===== src/sv/bithin_pkg.sv =====
// Shared types and constants for the binary image thinning block.
// No dependencies; imported by every module of the block.
package bithin_pkg;

  localparam int DEF_MAX_ROWS = 240;
  localparam int DEF_MAX_COLS = 320;

  // wide enough for any clamped dimension up to 1024
  localparam int DIM_W = 11;

  localparam logic [7:0] PIX_FG = 8'd255;
  localparam logic [7:0] PIX_BG = 8'd0;
  localparam logic [7:0] ITER_MAX = 8'd255;

  localparam logic [1:0] OP_WRITE     = 2'd0;
  localparam logic [1:0] OP_WRITE_END = 2'd1;
  localparam logic [1:0] OP_READ      = 2'd2;

  localparam logic KIND_REPORT = 1'b0;
  localparam logic KIND_PIXEL  = 1'b1;

  localparam logic CFG_ROWS = 1'b0;
  localparam logic CFG_COLS = 1'b1;

  typedef struct packed {
    logic [1:0] op;
    logic [7:0] pixel;
  } cmd_t;

  // queue head as seen by the back end
  typedef struct packed {
    logic valid;
    cmd_t cmd;
  } head_t;

endpackage


===== src/sv/bithin_front.sv =====
// Front end: accepts input words, classifies them into commands and queues them.
// Depends on bithin_pkg.
module bithin_front (
  input  logic                clk,
  input  logic                rst_n,
  input  logic                in_valid,
  output logic                in_ready,
  input  logic                in_req_type,
  input  logic [7:0]          in_pixel_in,
  input  logic                in_frame_end_in,
  output bithin_pkg::head_t   head,
  input  logic                pop
);
  import bithin_pkg::*;

  cmd_t       q_r [2];
  logic       wr_ptr_r, wr_ptr_nxt;
  logic       rd_ptr_r, rd_ptr_nxt;
  logic [1:0] cnt_r, cnt_nxt;
  logic       push;
  cmd_t       cmd_in;

  assign in_ready = (cnt_r != 2'd2);
  assign push     = in_valid && in_ready;

  always_comb begin
    if (in_req_type) begin
      cmd_in.op = OP_READ;
    end else if (in_frame_end_in) begin
      cmd_in.op = OP_WRITE_END;
    end else begin
      cmd_in.op = OP_WRITE;
    end
    cmd_in.pixel = in_pixel_in;
  end

  assign head.valid = (cnt_r != 2'd0);
  assign head.cmd   = q_r[rd_ptr_r];

  always_comb begin
    wr_ptr_nxt = push ? ~wr_ptr_r : wr_ptr_r;
    rd_ptr_nxt = pop ? ~rd_ptr_r : rd_ptr_r;
    cnt_nxt    = cnt_r + {1'b0, push} - {1'b0, pop};
  end

  always_ff @(posedge clk) begin
    if (!rst_n) begin
      wr_ptr_r <= 1'b0;
      rd_ptr_r <= 1'b0;
      cnt_r    <= 2'd0;
    end else begin
      wr_ptr_r <= wr_ptr_nxt;
      rd_ptr_r <= rd_ptr_nxt;
      cnt_r    <= cnt_nxt;
    end
  end

  always_ff @(posedge clk) begin
    if (push) begin
      q_r[wr_ptr_r] <= cmd_in;
    end
  end

endmodule


===== config.mk =====
export PLATFORM = sky130hd
export DESIGN_NAME = bithin_front
export DESIGN_NICKNAME = d
export VERILOG_FILES = /design/src/sv/bithin_pkg.sv /design/src/sv/bithin_front.sv
export SDC_FILE = /design/constraint.sdc
export NUM_CORES = 1
export LEC_CHECK = 0
export ABC_AREA = 0
export ABC_CLOCK_PERIOD_IN_PS = 2400
export BUFFER_PORTS_ARGS = -buffer_cell sky130_fd_sc_hd__buf_2
export CORE_MARGIN = 2
export CORE_UTILIZATION = 47
export DETAILED_ROUTE_END_ITERATION = 10
export HOLD_SLACK_MARGIN = 0.05
export PLACE_DENSITY = 0.72
export SETUP_SLACK_MARGIN = 0.1
export SLEW_MARGIN = 0
export SYNTH_ARGS = -nofsm -noshare
export SYNTH_HDL_FRONTEND = slang
export SYNTH_SLANG_ARGS = --single-unit

===== constraint.sdc =====
create_clock -name clk -period 2.4 [get_ports clk]
set_input_delay 0.48 -clock clk [delete_from_list [all_inputs] [get_ports clk]]
set_output_delay 0.48 -clock clk [all_outputs]
set_load 0.005 [all_outputs]

# [Word level (Yosys, flattened, before mapping)]
# Memory sizes are Yosys's and may differ from the RTL's. A register that Yosys moved wholly into a read port is not among the register bits.
# Cells that the tools add are included.
[op_classes] eq_ne=1 n_div=0 mux=6 n_shift=0 mul=0 bitwise=2 n_reduce_logical=2 n_lt_le_gt_ge=0 addsub=2
[op_table] op="$mux 1" n=5
[op_table] op="$add 2x1->2" n=1
[op_table] op="$mux 2" n=1
[op_table] op="$ne 2x2->1 const B" n=1
[op_table] op="$not 1->1" n=2
[op_table] op="$reduce_bool 2->1" n=1
[op_table] op="$sub 2x1->2" n=1
[op_table] op="$logic_and 1x1->1" n=1
[totals] mem_bits_rw=20 output_inout_bits=12 inputBits=14 latchBits=0 mem_bits_ro=0 n_memories=1 reg_bits=4
[mem_list] memory="q_r" depth=2 word_bits=10 read_ports=1 rd_ports_with_merged_regs=1 write_ports=1 line="bithin_front.sv:16" text="cmd_t q_r [2];"

# [Longest topological paths before layout]
[depth] depth_word=4 depth_mapped=7

# [Worst setup path before layout]
# No wires, ideal clock.
[synth_path] path_type="register to register" start="register cnt_r[0]" end="register cnt_r[1]" path_stages_with_launch=8 slack_ps=957 arrival_time_ps=1324 required_ps=2280 synth_period_minus_slack_ps=1443 path_cell_list="dfxtp_1 -> nand2b_1 -> nand2_1 -> xnor2_1 -> ha_1 -> nand3b_1 -> mux2i_1 -> a211o_1"
[synth_between] elab_chain_len=4
[synth_rtl] item="from (decl)" line="bithin_front.sv:19" text="logic [1:0] cnt_r, cnt_nxt;"
[synth_rtl] item="from (signal assigned)" line="bithin_front.sv:54" text="cnt_r <= cnt_nxt;"
[synth_rtl] item="$ne 2x2->1" line="bithin_front.sv:23" text="assign in_ready = (cnt_r != 2'd2);"
[synth_rtl] item="named net in_ready" line="bithin_front.sv:7" text="output logic in_ready,"
[synth_rtl] item="$logic_and 1x1->1" line="bithin_front.sv:24" text="assign push = in_valid && in_ready;"
[synth_rtl] item="$add 2x1->2" line="bithin_front.sv:43" text="cnt_nxt = cnt_r + {1'b0, push} - {1'b0, pop};"
[synth_rtl] item="$sub 2x1->2" line="bithin_front.sv:43"
# The timed path passes the listed nets, and every way through them passes these cells.
# A chain may end at the register's enable or synchronous reset.

==> impl_metrics.csv <==
group,metric,value,unit
status,status,"finished, final reports clean",
cts,clock_latency,0.31,ns
die,core_region_area,0.001982,mm^2
layout,layout_common_cells,"buf_2 (25), edfxtp_1 (20), mux2_2 (10), dfxtp_1 (5)",
logic_synthesis,syn-num-nets,75,
timing,skew,0.002301,ns
worst_setup_path,cp_max_fo,10,
grt,overflow,0,
cts,numCtsBuffers,3,
layout,final_common_cell,"buf_2",
min_path,hold_path_end,"q_r[0][6]",
cts,cts.repair.resized,0,
logic_synthesis,synthArstFlopShare,0,
min_path,hp-class,"input port to flop",
layout,area_growth,18.56,%
cts,cts_tree,"done",
timing,drv_slew,0,
grt,grt.met3_usage,0.03030,
drt,drc,0,
timing,finalSetupTns,0,ns
layout,antenna_cells,0,
timing,rsz0062_at_grt,"no",
grt,antenna_found_initial,0,
grt,grt_pass1_wl,2366,um
logic_synthesis,synth_area_leaders,"edfxtp_1 (61%), mux2_2 (11%), dfxtp_1 (10%)",
logic_synthesis,synth_top_area_share,0.6061,
run,cap_violations,0,
min_path,hold_depth,1,
worst_setup_path,r2r_cells,7,
logic_synthesis,synth_cell_types,23,
timing,fmax,0.5237,GHz
worst_setup_path,crit_required,1.92,ns
cts,cts.sinks,25,
layout,stdcell_count,115,
placed_design,dp.final_hpwl,1032,um
logic_synthesis,synthesis.area,991.0,um^2
drt,drt-vias-per-instance,4.939,
drt,drt-initial-drc-count,6,
die,io_pins,26,
timing,slew-limit-headroom,0.6828,
die,start_util,0.5000,
worst_setup_path,crit_type,"flop to primary output",
logic_synthesis,ys_warn_count,0,
logic_synthesis,netlist_instances,60,
layout,num-fill-cells,165,
placed_design,post-place-cells,111,
cts,htreeDepth,1,
grt,grt_util_all_layers,0.1290,
timing,worst-slew-pin-transition,0.4759,ns
cts,hold_buffers,0,
worst_setup_path,worstReg2RegEnd,"cnt_r[1]",
cts,clk_pin_slew,0.13,ns
grt,use_met2,0.2444,
logic_synthesis,avgSynthCellArea,16.52,um^2
worst_setup_path,r2r_setup_slack,0.85,ns
grt,grt_pass1_vias,567,
timing,finalCritPeriodShare,0.7956,
drt,dr.pass1.iters,2,
logic_synthesis,synth_top_cell_by_area,"edfxtp_1",
worst_setup_path,cp-start-kind,"flop",
power_and_ir_drop,p_leak,0.0004639,uW
drt,vias,568,
drt,antenna_left,0,
worst_setup_path,r2r_start,"cnt_r[0]",
timing,finalHoldViolCount,0,
cts,post-cts-setup-buffers,0,
grt,grt_max_degree,16,
die,design.die.area,0.002492,mm^2
placed_design,gp_congestion,0.7442,
power_and_ir_drop,power.density,732.1,mW/mm^2
timing,timing.hold.ws,0.3489,ns
layout,fin_util,0.5928,
layout,fin_nets,104,
worst_setup_path,cp-end-kind,"primary output",
cts,root_buffer,"clkbuf_4",
drt,wl_per_cell,13.35,um
drt,wirelength,1535,um
logic_synthesis,synth_edf_count,20,
grt,busiest_layer,"met2",
logic_synthesis,ys.flop_type,"edfxtp_1",
timing,setup_viol,0,
min_path,worstHoldStart,"in_pixel_in[6]",
grt,use_met1,0.1449,
layout,post_route_cells_drive_above_1_share,0.4773,
logic_synthesis,yosysSeqAreaShare,0.7071,
power_and_ir_drop,vdd_ir_drop_max,0.4900,mV
die,die_h,49.92,um
power_and_ir_drop,finalPower,860.1,uW
placed_design,portBuffers,25,
worst_setup_path,crit_arrival,1.43,ns
die,rows,16,
logic_synthesis,ys_ff_latch,25,
cts,clock_path_buffers,2,
die,fp.dieW,49.92,um
timing,min_period,1.909,ns
through the flow:
step	setup WS (ns)	instance area, um^2
after floorplan	0.9568	991.0
after global placement	0.8168	1145
after detailed placement	0.7950	1145
after CTS	0.4599	1175
after global routing	0.3918	1175
final	0.4905	1175
synth_stat cells (all sizes together), types with 2 or more instances:
master / number
nand3b: 2
edfxtp: 20
mux2: 10
and2: 3
dfxtp: 5
inv: 2
a21boi: 2
nand2: 2
worst max-delay path, stage by stage (launching register included):
cell and delay [ns]:
dfxtp_1 0.61, mux2_2 0.39, buf_2 0.13
how the worst max path moves through the flow:
stage          startpoint        to  slack [ns]  cells after the start
2_1_floorplan    cnt_r[0]  cnt_r[1]        0.96                      7
3_3_place_gp         flop   head[4]        0.82                      2
3_5_place_dp     in_valid  cnt_r[1]        0.80                      7
4_1_cts              flop   head[1]        0.46                      2
5_1_grt              flop   head[4]        0.39                      2
6_report             flop   head[2]        0.49                      2
report_power, final:
part	internal [uW]	total, uW	switching [uW]
combinational	76.5	139	62.9
clock	63.4	183	120
sequential	514	537	23.1
total	654	860	206
registers in the layout (all words and copies together), names as in the netlist, named ones only:
register	flops
cnt_r	2
q_r	20
wr_ptr_r	1
rd_ptr_r	1
logic make-up (layout without fill, tap and decap cells):
logic type,count (synthesis),after routing,share of synthesized area
compound gates,5,5,0.04546
xor+xnor,2,2,0.01768
fa+ha+maj,1,1,0.01262
buf+inv,3,31,0.01262
flops,25,25,0.7071
mux,11,11,0.1237
simple gates,13,13,0.08082
routing by layer:
metal,vias up,share of wire
met1,274,0.42
met4,0,0
met2,14,0.54
li1,280,-
met5,-,0
met3,0,0.041
area by class of cell:
cell class              instances  area [um^2]  share of cell area
well taps                      27        33.78             0.02875
clock inverters                 1        7.507            0.006390
inverters                       2        7.507            0.006390
multi-input cells              32        277.8              0.2364
clock buffers                   3        22.52             0.01917
repair buffers                 25        125.1              0.1065
flip-flops and latches         25        700.7              0.5964
No activity file was read; power rests on OpenSTA's default activity.
